==> src/sv/lsh_pkg.sv <==
`timescale 1ns / 1ps
// ----------------------------------------------------------------------------
// Laplacian sharpen package
// Sizes, register codes and the beat and job types shared by the filter.
// ----------------------------------------------------------------------------
package lsh_pkg;

	localparam int MAX_WIDTH  = 2048;
	localparam int MAX_HEIGHT = 4096;
	localparam int COL_W      = $clog2(MAX_WIDTH);
	localparam int ROW_W      = $clog2(MAX_HEIGHT);
	localparam int PIX_W      = 8;
	localparam int WREG_W     = 12;
	localparam int HREG_W     = 13;
	localparam int CFG_W      = 13;
	localparam int MIN_SIZE   = 3;

	localparam logic [WREG_W-1:0] WIDTH_RESET  = WREG_W'(640);
	localparam logic [HREG_W-1:0] HEIGHT_RESET = HREG_W'(480);

	localparam int QUEUE_DEPTH = 4;
	localparam int QPTR_W      = $clog2(QUEUE_DEPTH);

	typedef enum logic {
		REG_WIDTH  = 1'b0,
		REG_HEIGHT = 1'b1
	} lsh_reg_t;

	typedef struct packed {
		logic [PIX_W-1:0] pixel_in;
		logic             start_of_frame;
	} lsh_in_t;

	typedef struct packed {
		logic [PIX_W-1:0] pixel_out;
		logic [ROW_W-1:0] out_row;
		logic [COL_W-1:0] out_col;
		logic             last_of_run;
		logic             end_of_frame;
	} lsh_out_t;

	// Effective frame size, already clamped, held as last index.
	typedef struct packed {
		logic [COL_W-1:0] wm1;
		logic [ROW_W-1:0] hm1;
	} lsh_cfg_t;

	// One classified pixel waiting for the output side.
	typedef struct packed {
		logic [PIX_W-1:0] pix;
		logic [ROW_W-1:0] orow;
		logic [COL_W-1:0] col;
		logic             pair;
		logic             last_col;
	} lsh_job_t;

endpackage

==> src/sv/lsh_fifo.sv <==
`timescale 1ns / 1ps
// ----------------------------------------------------------------------------
// Laplacian sharpen job queue
// Small first-in first-out store between the front end and the output side.
// ----------------------------------------------------------------------------
module lsh_fifo (
	input  logic              clk,
	input  logic              arst_n,
	input  logic              push,
	input  lsh_pkg::lsh_job_t push_job,
	output logic              full,
	input  logic              pop,
	output logic              nonempty,
	output lsh_pkg::lsh_job_t head
);
	import lsh_pkg::*;

	lsh_job_t            slot_q [QUEUE_DEPTH];
	logic [QPTR_W-1:0]   wr_ptr_q;
	logic [QPTR_W-1:0]   rd_ptr_q;
	logic [QPTR_W:0]     count_q;

	assign full     = (count_q == (QPTR_W + 1)'(QUEUE_DEPTH));
	assign nonempty = (count_q != '0);
	assign head     = slot_q[rd_ptr_q];

	always_ff @(posedge clk or negedge arst_n) begin
		if (!arst_n) begin
			wr_ptr_q <= '0;
			rd_ptr_q <= '0;
			count_q  <= '0;
		end else begin
			if (push) begin
				wr_ptr_q <= wr_ptr_q + QPTR_W'(1);
			end
			if (pop) begin
				rd_ptr_q <= rd_ptr_q + QPTR_W'(1);
			end
			if (push && !pop) begin
				count_q <= count_q + (QPTR_W + 1)'(1);
			end else if (pop && !push) begin
				count_q <= count_q - (QPTR_W + 1)'(1);
			end
		end
	end

	always_ff @(posedge clk) begin
		if (push) begin
			slot_q[wr_ptr_q] <= push_job;
		end
	end

endmodule

==> config.mk <==
export PLATFORM = sky130hd
export DESIGN_NAME = lsh_fifo
export DESIGN_NICKNAME = d
export VERILOG_FILES = /design/src/sv/lsh_pkg.sv /design/src/sv/lsh_fifo.sv
export SDC_FILE = /design/constraint.sdc
export NUM_CORES = 1
export LEC_CHECK = 0
export BUFFER_PORTS_ARGS = -buffer_cell sky130_fd_sc_hd__buf_2
export CORE_ASPECT_RATIO = 0.7
export CORE_MARGIN = 5
export CORE_UTILIZATION = 50
export DETAILED_ROUTE_END_ITERATION = 6
export GPL_ROUTABILITY_DRIVEN = 0
export GPL_TIMING_DRIVEN = 0
export PLACE_DENSITY_LB_ADDON = 0.25
export SYNTH_ARGS = -nofsm -noshare
export SYNTH_HDL_FRONTEND = slang
export SYNTH_SLANG_ARGS = --single-unit
==> constraint.sdc <==
create_clock -name clk -period 1.9 [get_ports clk]
set_input_delay 0.285 -clock clk [delete_from_list [all_inputs] [get_ports clk]]
set_output_delay 0.285 -clock clk [all_outputs]
set_load 0.03 [all_outputs]
==> metrics.cfg <==
[synthesis]
synth_top_family_by_area = multiplexers
synth_compound_area_share_pct = 0.09608
ys_ff_latch = 139
syn_area_um2 = 5209
synth_nets = 250
post-synth-top-area-fraction_pct = 76.10
synth_cells = 207
synthSimpleGateAreaFrac_pct = 0.9608
yosys_most_used_dff = edfxtp_1
avgSynthCellArea_um2 = 25.16
synthTopCellsByArea = edfxtp_1 (76%), mux4_2 (12%), dfrtp_1 (3.4%), mux4_1 (2.5%), ha_1 (1.2%)
synthMuxAreaShare_pct = 14.85
async_reset_ff_share_pct = 5.036
synth_xor_area_share_pct = 1.009
synth_edf_count = 132
synthAdderAreaFrac_pct = 1.585
synth_cell_type_count = 19
synth_top_area_cell = edfxtp_1
yosys_warnings = 0
ys_seq_area_share_pct = 79.46

[setup_path]
r2r_slack_ns = 0.12
critPathLaunchType = flop
worstPathMaxFanout = 10
crit_type = flop to output port
reg2regPathDepth = 3
end_kind = output port
worstPathRequired_ns = 1.62
arrival_ns = 1.77

[finish]
drive_above_1_share_pct = 47.47
final_nets = 346
diodes = 0
synthToLayoutAreaGrowth_pct = 27.12

[clock_tree]
cts_max_level = 4
clk_pin_slew_worst_paths_ns = 0.06
clock-root-buffer = clkbuf_16
cts_sinks = 139
cts_made_buffers = 17
clock_path_buffers = 2
clock_latency_ns = 0.41
cts_tree = built

[sta]
period_needed_ns = 2.057
slew-limit-headroom_pct = 39.09
hold_viol_final = 0
final.setup.worst_slack_ns = -0.1568
tightest_slew_ns = 0.9136
slew_viol_final = 0
rsz0062_at_grt = true
whs_ns = 0.08848
setup_viol = 33
clock_skew_ns = 0.007600
max_freq_mhz = 486.2
period_share_pct = 108.3

[power_and_ir_drop]
power_leakage_nw = 2.356
ir_drop_v = 0.0009633
power.density_nw_per_um2 = 1798

[route]
viasPerCell = 5.203
routed_wl_um = 8768
wl_per_cell_um = 19.57
drc = 0
ant_nets = 0
dr.pass1.iters = 4
vias = 2331
drt-initial-drc-count = 138

[run]
cap_violations = 0

[grt]
grt_antenna_before_repair = 0
grt_pass1_vias = 2506
grt_max_degree = 34
grt_overflow = 0
grt_use_total_pct = 14.93
grt_pass1_wl_um = 13660

[die]
fp.coreArea_um2 = 10280
fp.dieW_um = 132.0
die_y_um = 95.40
die_area_um2 = 12590
num_rows = 31
initial_core_util_pct = 50.68
io_pins = 72

[placement]
numPortBuffers = 71
dp_slack_ns = 0.09173
dp_hpwl_um = 5141

[run_status]
run_status = complete, but fails checks
violations = negative setup slack

[worst_hold_path]
hold_class = input port to flop
holdPathStages = 1

worst max-delay path: stages, from the launching register on:
cell     delay (ns)
dfrtp_1        0.34
buf_6          0.16
buf_12         0.16
mux4_2         0.55
buf_6          0.16
placed cells by master (no fill, tap or decap), drive strengths merged, types with 2 or more instances in the layout:
cell and count:
and2 4, buf 83, bufinv 4, clkbuf 21
clkinv 7, dfrtp 7, edfxtp 132, ha 5
inv 4, mux4 33, nand2 2, xnor2 2
xor2 4
final cells by class:
cell class	count	area [um^2]
Sequential cell	139	4139
Fill cell	684	3657
Multi-Input combinational cell	56	949.7
Timing Repair Buffer	77	634.4
Clock buffer	20	436.7
Clock inverter	12	172.7
Tap cell	132	165.2
Buffer	8	108.9
Inverter	4	15.01
sequential cells by signal, indices dropped and copies added (netlist names):
name / flops
count_q: 3
rd_ptr_q: 2
slot_q: 132
wr_ptr_q: 2
timing repair:
action                                 in CTS  in global routing
cloned                                      0                  0
hold buffers                                1                  0
gates resized for setup                    72                  6
endpoints found under the hold margin       7                  0
setup endpoints to repair                  33                 33
buffers inserted                            3                  1
synthesized netlist by cell type (all sizes together), types with 2 or more instances:
cell type    n
and2         4
buf          8
dfrtp        7
edfxtp     132
ha           5
inv          4
mux4        33
nand2        2
xnor2        2
xor2         4
through the flow:
step,instances,utilization [%],total power [mW],setup TNS (ns),cell area [um^2]
global placement,410,55.74,7.797,-62.29,5729
CTS,447,64.26,12.02,-5.315,6605
finish,448,64.42,11.90,-3.881,6621
global route,448,64.42,12.46,-6.715,6621
floorplan,207,-,6.882,0,5209
detailed placement,411,55.98,7.873,0,5754
logic make-up after synthesis:
family          after synthesis
flops                       139
mux                          34
xor+xnor                      6
buf+inv                      12
fa+ha+maj                     6
simple gates                  9
compound gates                1
per-layer routing:
metal / GRT usage [%] / routed length, um / part of all wire [%]
met1: 18.79 / 3763 / 43
met2: 23.61 / 4347 / 50
met3: 6.487 / 586 / 6.7
met4: 5.137 / 71 / 0.81
met5: 0 / 0 / 0
path summary, 6_finish.rpt:
path	startpoint	to
setup reg to reg	wr_ptr_q[0]	slot_q[2][17]
hold / removal	push_job[2]	slot_q[0][2]
min in group asynchronous	arst_n	count_q[1]
hold reg to reg	count_q[2]	count_q[2]
max in group asynchronous	arst_n	wr_ptr_q[1]
setup / recovery	rd_ptr_q[0]	head[15]
report_power, final:
group          total (mW)  internal, mW  leakage (nW)  switching, mW
clock                3.36          2.19         0.295           1.17
combinational        4.35          2.04         0.766           2.31
sequential           4.20          4.03          1.29          0.169
(Power assumes the default switching activity.)
