File: src/sv/lsh_pkg.sv
`timescale 1ns / 1ps
// ----------------------------------------------------------------------------
// Laplacian sharpen package
// Sizes, register codes and the beat and job types shared by the filter.
// ----------------------------------------------------------------------------
package lsh_pkg;

	localparam int MAX_WIDTH  = 2048;
	localparam int MAX_HEIGHT = 4096;
	localparam int COL_W      = $clog2(MAX_WIDTH);
	localparam int ROW_W      = $clog2(MAX_HEIGHT);
	localparam int PIX_W      = 8;
	localparam int WREG_W     = 12;
	localparam int HREG_W     = 13;
	localparam int CFG_W      = 13;
	localparam int MIN_SIZE   = 3;

	localparam logic [WREG_W-1:0] WIDTH_RESET  = WREG_W'(640);
	localparam logic [HREG_W-1:0] HEIGHT_RESET = HREG_W'(480);

	localparam int QUEUE_DEPTH = 4;
	localparam int QPTR_W      = $clog2(QUEUE_DEPTH);

	typedef enum logic {
		REG_WIDTH  = 1'b0,
		REG_HEIGHT = 1'b1
	} lsh_reg_t;

	typedef struct packed {
		logic [PIX_W-1:0] pixel_in;
		logic             start_of_frame;
	} lsh_in_t;

	typedef struct packed {
		logic [PIX_W-1:0] pixel_out;
		logic [ROW_W-1:0] out_row;
		logic [COL_W-1:0] out_col;
		logic             last_of_run;
		logic             end_of_frame;
	} lsh_out_t;

	// Effective frame size, already clamped, held as last index.
	typedef struct packed {
		logic [COL_W-1:0] wm1;
		logic [ROW_W-1:0] hm1;
	} lsh_cfg_t;

	// One classified pixel waiting for the output side.
	typedef struct packed {
		logic [PIX_W-1:0] pix;
		logic [ROW_W-1:0] orow;
		logic [COL_W-1:0] col;
		logic             pair;
		logic             last_col;
	} lsh_job_t;

endpackage

File: src/sv/lsh_back.sv
`timescale 1ns / 1ps
// ----------------------------------------------------------------------------
// Laplacian sharpen output side
// Turns queued jobs into result beats, two beats for a last-row pixel.
// ----------------------------------------------------------------------------
module lsh_back (
	input  logic              clk,
	input  logic              arst_n,
	input  logic              job_valid,
	input  lsh_pkg::lsh_job_t job,
	output logic              job_pop,
	output logic              res_valid,
	input  logic              res_ready,
	output lsh_pkg::lsh_out_t res_data
);
	import lsh_pkg::*;

	logic     res_valid_q;
	logic     phase_q;
	lsh_out_t res_q;
	lsh_out_t first_beat;
	lsh_out_t second_beat;
	logic     load;

	assign load      = !res_valid_q || res_ready;
	assign job_pop   = load && job_valid && (!job.pair || phase_q);
	assign res_valid = res_valid_q;
	assign res_data  = res_q;

	always_comb begin
		first_beat.pixel_out     = job.pix;
		first_beat.out_row       = job.orow;
		first_beat.out_col       = job.col;
		first_beat.last_of_run   = !job.pair;
		first_beat.end_of_frame  = 1'b0;
		second_beat.pixel_out    = '0;
		second_beat.out_row      = job.orow + ROW_W'(1);
		second_beat.out_col      = job.col;
		second_beat.last_of_run  = 1'b1;
		second_beat.end_of_frame = job.last_col;
	end

	always_ff @(posedge clk or negedge arst_n) begin
		if (!arst_n) begin
			res_valid_q <= 1'b0;
			phase_q     <= 1'b0;
		end else if (load) begin
			res_valid_q <= job_valid;
			if (job_valid) begin
				phase_q <= job.pair && !phase_q;
			end
		end
	end

	always_ff @(posedge clk) begin
		if (load && job_valid) begin
			res_q <= phase_q ? second_beat : first_beat;
		end
	end

endmodule

File: config.mk
export PLATFORM = sky130hd
export DESIGN_NAME = lsh_back
export DESIGN_NICKNAME = d
export VERILOG_FILES = /design/src/sv/lsh_pkg.sv /design/src/sv/lsh_back.sv
export SDC_FILE = /design/constraint.sdc
export NUM_CORES = 1
export LEC_CHECK = 0
export BUFFER_PORTS_ARGS = -buffer_cell sky130_fd_sc_hd__buf_2
export CAP_MARGIN = 20
export CORE_MARGIN = 4
export CORE_UTILIZATION = 44
export DETAILED_ROUTE_END_ITERATION = 12
export GPL_TIMING_DRIVEN = 1
export PLACE_DENSITY = 0.87
export REMOVE_ABC_BUFFERS = 1
export SETUP_SLACK_MARGIN = 0.3
export SYNTH_ARGS = -nofsm -noshare
export SYNTH_HDL_FRONTEND = slang
export SYNTH_SLANG_ARGS = --single-unit
export TNS_END_PERCENT = 100
File: constraint.sdc
create_clock -name clk -period 2 [get_ports clk]
set_input_delay 0.2 -clock clk [delete_from_list [all_inputs] [get_ports clk]]
set_output_delay 0.2 -clock clk [all_outputs]
set_load 0.1 [all_outputs]
==> results.py, run 1 <==
metrics = {
    "outcome": {
        "outcome": "finished, final reports clean",
    },
    "sta": {
        "slew_violations": 0,
        "timing_hold_violations_final": 0,
        "hold_slack_ns": 0.0453,
        "slew_headroom_pct": 67.0,
        "worstMarginPinSlew_ns": 0.499,
        "setup_viol": 0,
        "fin_skew_ns": 0.00643,
        "timing.fmax_mhz": 650,
        "rsz0062_at_grt": "false",
        "fin_crit_ns": 1.54,
        "fin_crit_sh_pct": 76.9,
    },
    "critical_path": {
        "start_kind": "flop",
        "reg2regPathDepth": 4,
        "endpoint_kind": "output pin",
        "crit_path_max_fanout": 3,
        "cp_data_arrival_time_ns": 1.34,
        "cp.required_ns": 1.80,
        "critical_path_class": "reg -> out",
    },
    "detailed_routing": {
        "drc_errors": 0,
        "wl_per_cell_um": 14.4,
        "drtPass1Iterations": 4,
        "drtIter0Drc": 33,
        "routed_wl_mm": 2.99,
        "viasPerCell": 4.49,
        "ant_nets": 0,
        "vias": 934,
    },
    "cts": {
        "path_clk_slew_ns": 0.10,
        "cts_tree": "done",
        "cts_buffers": 5,
        "cts.sinks": 35,
        "clock_latency_ns": 0.33,
        "htreeDepth": 2,
        "cts-root-buf": "clkbuf_4",
        "cts_buffer_depth": 2,
    },
    "grt": {
        "antenna_found_initial": 0,
        "grt_start_max_net_pins": 28,
        "grt_use_total_pct": 15.0,
        "grt-ovfl-total": 0,
        "grt_pass1_vias": 945,
        "grt_pass1_wl_mm": 4.47,
    },
    "cells_and_area": {
        "final_cells": 208,
        "mostFrequentLayoutCell": "buf_2",
        "nFillCells": 240,
        "most-common-layout-cells": "buf_2, edfxtp_1, nor2b_1",
        "n_antenna_cell": 0,
        "area_growth_pct": 35.4,
        "final_core_util_pct": 62.1,
        "fin_nets": 202,
        "drive_gt1_share_pct": 52.4,
    },
    "pwr": {
        "p_sw_w": 0.000705,
        "seqPwrFrac_pct": 49.0,
        "ir_drop_mv": 0.392,
        "p_comb_share_pct": 32.1,
        "internal-power_w": 0.00111,
        "power.leakage_nw": 0.814,
        "swShare_pct": 38.9,
        "p_clk_share_pct": 19.0,
        "power_density_nw_per_um2": 957,
    },
    "flow_run": {
        "maxCapViolations": 0,
    },
    "yosys": {
        "synthTopCellsByArea": "edfxtp_1, xor2_1, nor2b_1",
        "ys_ff_latch": 35,
        "ys_seq_area_share_pct": 74.3,
        "synth_top_cell_area_share_pct": 70.7,
        "ys_types": 19,
        "synth.avg_cell_area_um2": 16.7,
        "netlist_area_um2": 1400,
        "synth_area_leader_cell": "edfxtp_1",
        "yosysWarnings": 0,
        "synth_cells": 84,
    },
    "placement": {
        "place.gp.congestion": 0.787,
        "dp_hpwl_mm": 2.33,
        "dp_cells": 198,
        "port_buffers": 71,
    },
    "hold_path": {
        "worstHoldPathCells": 1,
        "holdCritPathClass": "in -> reg",
    },
    "floorplanning": {
        "core_um2": 3050,
        "rows": 20,
        "initial_core_util_pct": 45.9,
        "die_x_um": 64.4,
        "die-area_um2": 4150,
        "ios": 72,
        "die_h_um": 64.4,
    },
}
==> cells in the mapped netlist <==
master,number
nand4_4,2
and2_1,1
clkbuf_2,1
nor3_1,2
mux2_2,2
nand4_1,3
nand2b_1,2
ha_1,1
buf_2,1
edfxtp_1,33
nor4_4,1
inv_1,2
and3_1,1
xor2_1,7
nand2_1,6
nor2_1,4
dfrtp_1,2
xnor2_1,4
nor2b_1,9
==> worst paths after layout <==
kind | end | slack (ns) | from
setup / recovery | job_pop | 0.46 | res_valid$_DFFE_PN0N_
hold / removal | res_data[7]$_DFFE_PP_ | 0.05 | job[7]
setup reg to reg | res_data[12]$_DFFE_PP_ | 0.59 | res_valid$_DFFE_PN0N_
hold reg to reg | res_valid$_DFFE_PN0N_ | 0.56 | res_valid$_DFFE_PN0N_
max in group asynchronous | phase_q$_DFFE_PN0P_ | 1.72 | arst_n
min in group asynchronous | phase_q$_DFFE_PN0P_ | 0.17 | arst_n
==> layer usage <==
| metal | share of wire, % | vias up | GRT usage (%) |
|---|---|---|---|
| met2 | 52 | 47 | 28.4 |
| li1 | - | 462 | - |
| met5 | 0 | - | 0 |
| met4 | 2.3 | 0 | 7.92 |
| met1 | 35 | 421 | 13.1 |
| met3 | 10 | 4 | 6.41 |
==> final cells by class <==
cell class,count,area (µm²),area share (%)
clock inverter,2,8.76,0.462
timing repair buffer,75,403,21.2
sequential,35,1040,54.9
inverter,2,7.51,0.396
clock buffer,5,37.5,1.98
tap,44,55.1,2.90
multi-input combinational,45,343,18.1
==> power groups by stage <==
stage	Sequential (W)	Combinational (W)	Clock, W
after CTS	0.000911	0.000549	0.000345
final	0.000889	0.000582	0.000344
after global placement	0.000923	0.000535	0
after floorplan	0.00128	0.0000818	0
after detailed placement	0.000926	0.000545	0
after global routing	0.000894	0.000604	0.000383
==> state kept, by name, summed over array words and instances, names as in the netlist <==
name,flops
phase_q,1
res_data,33
res_valid,1
==> through the flow <==
stage | setup TNS (ns) | cell area, µm² | worst slack [ns] | total power, W
final | 0 | 1900 | 0.463 | 0.00182
after detailed placement | 0 | 1820 | 0.386 | 0.00147
after CTS | 0 | 1880 | 0.347 | 0.00180
after floorplan | -3.95 | 1390 | -0.524 | 0.00136
after global placement | 0 | 1820 | 0.466 | 0.00146
after global routing | 0 | 1900 | 0.391 | 0.00188
==> timing repair <==
item / 4_1_cts / 5_1_grt
endpoints found under the setup margin: 1 / 1
hold buffers: 1 / 0
setup buffers: 0 / 2
hold endpoints to repair: 2 / 0
gates resized for setup: 2 / 0
==> critical path, stage by stage (launching register included) <==
cell and delay, ns:
dfrtp_1 0.40, nand2b_1 0.10, nand2_1 0.11, nor2_1 0.11, buf_4 0.29
==> kinds of logic after synthesis <==
group / after synthesis / synth area share (%)
and+or+nand+nor: 31 / 15.1
DFF: 35 / 74.3
xor gates and xnor gates: 11 / 6.87
adders and majority gates: 1 / 0.893
muxes: 2 / 1.61
buffers and inverters: 4 / 1.25
Note: power is estimated with default switching activity, not from simulation.
==> run 2: changes to the inputs <==
--- a/config.mk
+++ b/config.mk
@@ -8,10 +8,10 @@
 export BUFFER_PORTS_ARGS = -buffer_cell sky130_fd_sc_hd__buf_2
 export CAP_MARGIN = 20
 export CORE_MARGIN = 4
-export CORE_UTILIZATION = 44
+export CORE_UTILIZATION = 40
 export DETAILED_ROUTE_END_ITERATION = 12
 export GPL_TIMING_DRIVEN = 1
-export PLACE_DENSITY = 0.87
+export PLACE_DENSITY = 0.84
 export REMOVE_ABC_BUFFERS = 1
 export SETUP_SLACK_MARGIN = 0.3
 export SYNTH_ARGS = -nofsm -noshare
==> constraint.sdc (replaced) <==
create_clock -name clk -period 1.4 [get_ports clk]
set_input_delay 0.14 -clock clk [delete_from_list [all_inputs] [get_ports clk]]
set_output_delay 0.14 -clock clk [all_outputs]
set_load 0.1 [all_outputs]
==> run 2 against run 1 <==
Compared with the run above:
- the flow now finishes with violations (setup timing)
- core utilization rose by 23 points
- sequential share of layout area fell by 19 points
- flip-flop and latch count did not move
- clock power rose by 120%
- combinational power rose by 130%
- critical path depth rose by 1
- design area rose by 51%
- first-iteration DRC count rose to 2.9 times the previous value
- worst setup slack got worse by 0.62 ns
- clock-buffer cell count rose by 1
- clock skew rose by 0.023 ns
==> results.py, run 2 (synthesis results as in run 1) <==
metrics = {
    "critical_path": {
        "cp.required_ns": 1.53,
        "cp_data_arrival_time_ns": 1.69,
        "endpoint_kind": "flop",
        "start_kind": "flop",
        "critical_path_class": "reg -> reg",
        "crit_path_max_fanout": 4,
    },
    "sta": {
        "timing.fmax_mhz": 641,
        "fin_crit_sh_pct": 111,
        "slew_violations": 0,
        "worstMarginPinSlew_ns": 0.511,
        "setup_viol": 2,
        "finalSetupTns_ns": -0.232,
        "slew_headroom_pct": 66.2,
        "fin_crit_ns": 1.56,
        "timing_hold_violations_final": 0,
        "hold_slack_ns": 0.0387,
        "rsz0062_at_grt": "true",
        "fin_skew_ns": 0.0290,
        "worst_slack_ns": -0.159,
    },
    "floorplanning": {
        "ios": 72,
        "initial_core_util_pct": 41.7,
        "core_um2": 3360,
        "rows": 21,
        "die-area_um2": 4510,
        "die_x_um": 67.2,
        "die_h_um": 67.2,
    },
    "hold_path": {
        "holdCritPathClass": "in -> reg",
    },
    "outcome": {
        "violations": "setup timing",
        "outcome": "complete, but fails checks",
    },
    "cts": {
        "cts_buffer_depth": 2,
        "path_clk_slew_ns": 0.12,
        "cts.sinks": 35,
        "htreeDepth": 2,
        "cts_buffers": 5,
        "clock_latency_ns": 0.36,
        "cts-root-buf": "clkbuf_4",
        "cts_tree": "done",
    },
    "pwr": {
        "p_clk_share_pct": 21.9,
        "swShare_pct": 36.9,
        "power.leakage_nw": 1.20,
        "internal-power_w": 0.00214,
        "ir_drop_mv": 1.02,
        "power_density_nw_per_um2": 1190,
        "p_comb_share_pct": 38.9,
        "p_sw_w": 0.00125,
        "seqPwrFrac_pct": 39.1,
    },
    "cells_and_area": {
        "area_growth_pct": 104,
        "final_cell_area_um2": 2860,
        "fin_nets": 229,
        "n_antenna_cell": 0,
        "most-common-layout-cells": "buf_2, buf_12, edfxtp_1",
        "largest_register_ffs": 33,
        "final_cells": 237,
        "drive_gt1_share_pct": 58.1,
        "mostFrequentLayoutCell": "buf_2",
    },
    "detailed_routing": {
        "vias": 1305,
        "met2_length_mm": 3.21,
        "ant_nets": 0,
        "maxUsedRoutingLayer": "met4",
        "wl_met3_um": 661,
        "drc_errors": 0,
        "wl_per_cell_um": 27.9,
        "viasPerCell": 5.51,
        "drtIter0Drc": 96,
        "routed_wl_mm": 6.60,
        "wl_met1_mm": 2.49,
        "drtPass1Iterations": 4,
    },
    "placement": {
        "pre_cts_ws_ns": 0.201,
        "place_area_um2": 1890,
        "dp_cells": 205,
        "port_buffers": 71,
        "dp_hpwl_mm": 2.21,
        "place.gp.congestion": 0.827,
    },
    "grt": {
        "grt-ovfl-total": 0,
        "grt_use_total_pct": 21.2,
        "grt_start_max_net_pins": 11,
        "antenna_found_initial": 0,
        "grt_pass1_vias": 1238,
        "grt_pass1_wl_mm": 6.56,
    },
    "flow_run": {
        "maxCapViolations": 0,
    },
}
## run 2: through the flow
| step | power (W) | utilization [%] |
|---|---|---|
| 3_3_place_gp | 0.00214 | 56.2 |
| 5_1_grt | 0.00347 | 84.9 |
| 3_5_place_dp | 0.00215 | 56.2 |
| 4_1_cts | 0.00302 | 71.9 |
| 2_1_floorplan | 0.00194 | - |
| 6_report | 0.00339 | 84.9 |
## run 2: worst max-delay path: stages, from the launching register on
cell     delay, ns
dfrtp_1       0.40
buf_4         0.17
buf_4         0.13
nand4_1       0.12
nor2_2        0.17
xor2_1        0.36
## run 2: path summary, 6_finish.rpt
| kind | depth (start not counted) | from | endpoint | slack, ns |
|---|---|---|---|---|
| max | 5 | phase_q$_DFFE_PN0P_ | res_data[21]$_DFFE_PP_ | -0.16 |
| min | 2 | job_valid | res_valid$_DFFE_PN0N_ | 0.04 |
| max reg2reg | 5 | phase_q$_DFFE_PN0P_ | res_data[21]$_DFFE_PP_ | -0.16 |
| min reg2reg | 3 | res_valid$_DFFE_PN0N_ | res_valid$_DFFE_PN0N_ | 0.70 |
| max in group asynchronous | 2 | arst_n | res_valid$_DFFE_PN0N_ | 1.19 |
| min in group asynchronous | 2 | arst_n | phase_q$_DFFE_PN0P_ | 0.11 |
## run 2: cell type report
type / instances / area [µm²]
Clock buffer: 6 / 41.3
Fill cell: 134 / 507
Tap cell: 46 / 57.6
Clock inverter: 1 / 30.0
Multi-Input combinational cell: 45 / 402
Timing Repair Buffer: 102 / 1260
Inverter: 2 / 20.0
Sequential cell: 35 / 1040
## run 2: power by group through the flow
stage	sequential (W)	clock, W	combinational (W)
after floorplan	0.00182	0	0.000117
after global placement	0.00130	0	0.000844
after detailed placement	0.00130	0	0.000851
after CTS	0.00128	0.000673	0.00107
after global routing	0.00133	0.000791	0.00135
final	0.00133	0.000742	0.00132
## run 2: layer usage
metal	track usage [%]	vias to the layer above
li1	-	520
met3	6.16	24
met4	11.1	0
met5	0	-
met2	38.5	123
met1	21.8	638
## run 2: timing repair
| item | in CTS | in global routing |
|---|---|---|
| gates cloned | 3 | 1 |
| pin swaps | 2 | 2 |
| setup buffers | 7 | 2 |
| setup endpoints to repair | 77 | 80 |
| endpoints found under the hold margin | 13 | 0 |
| resized for setup | 66 | 92 |
| hold buffers | 12 | 0 |
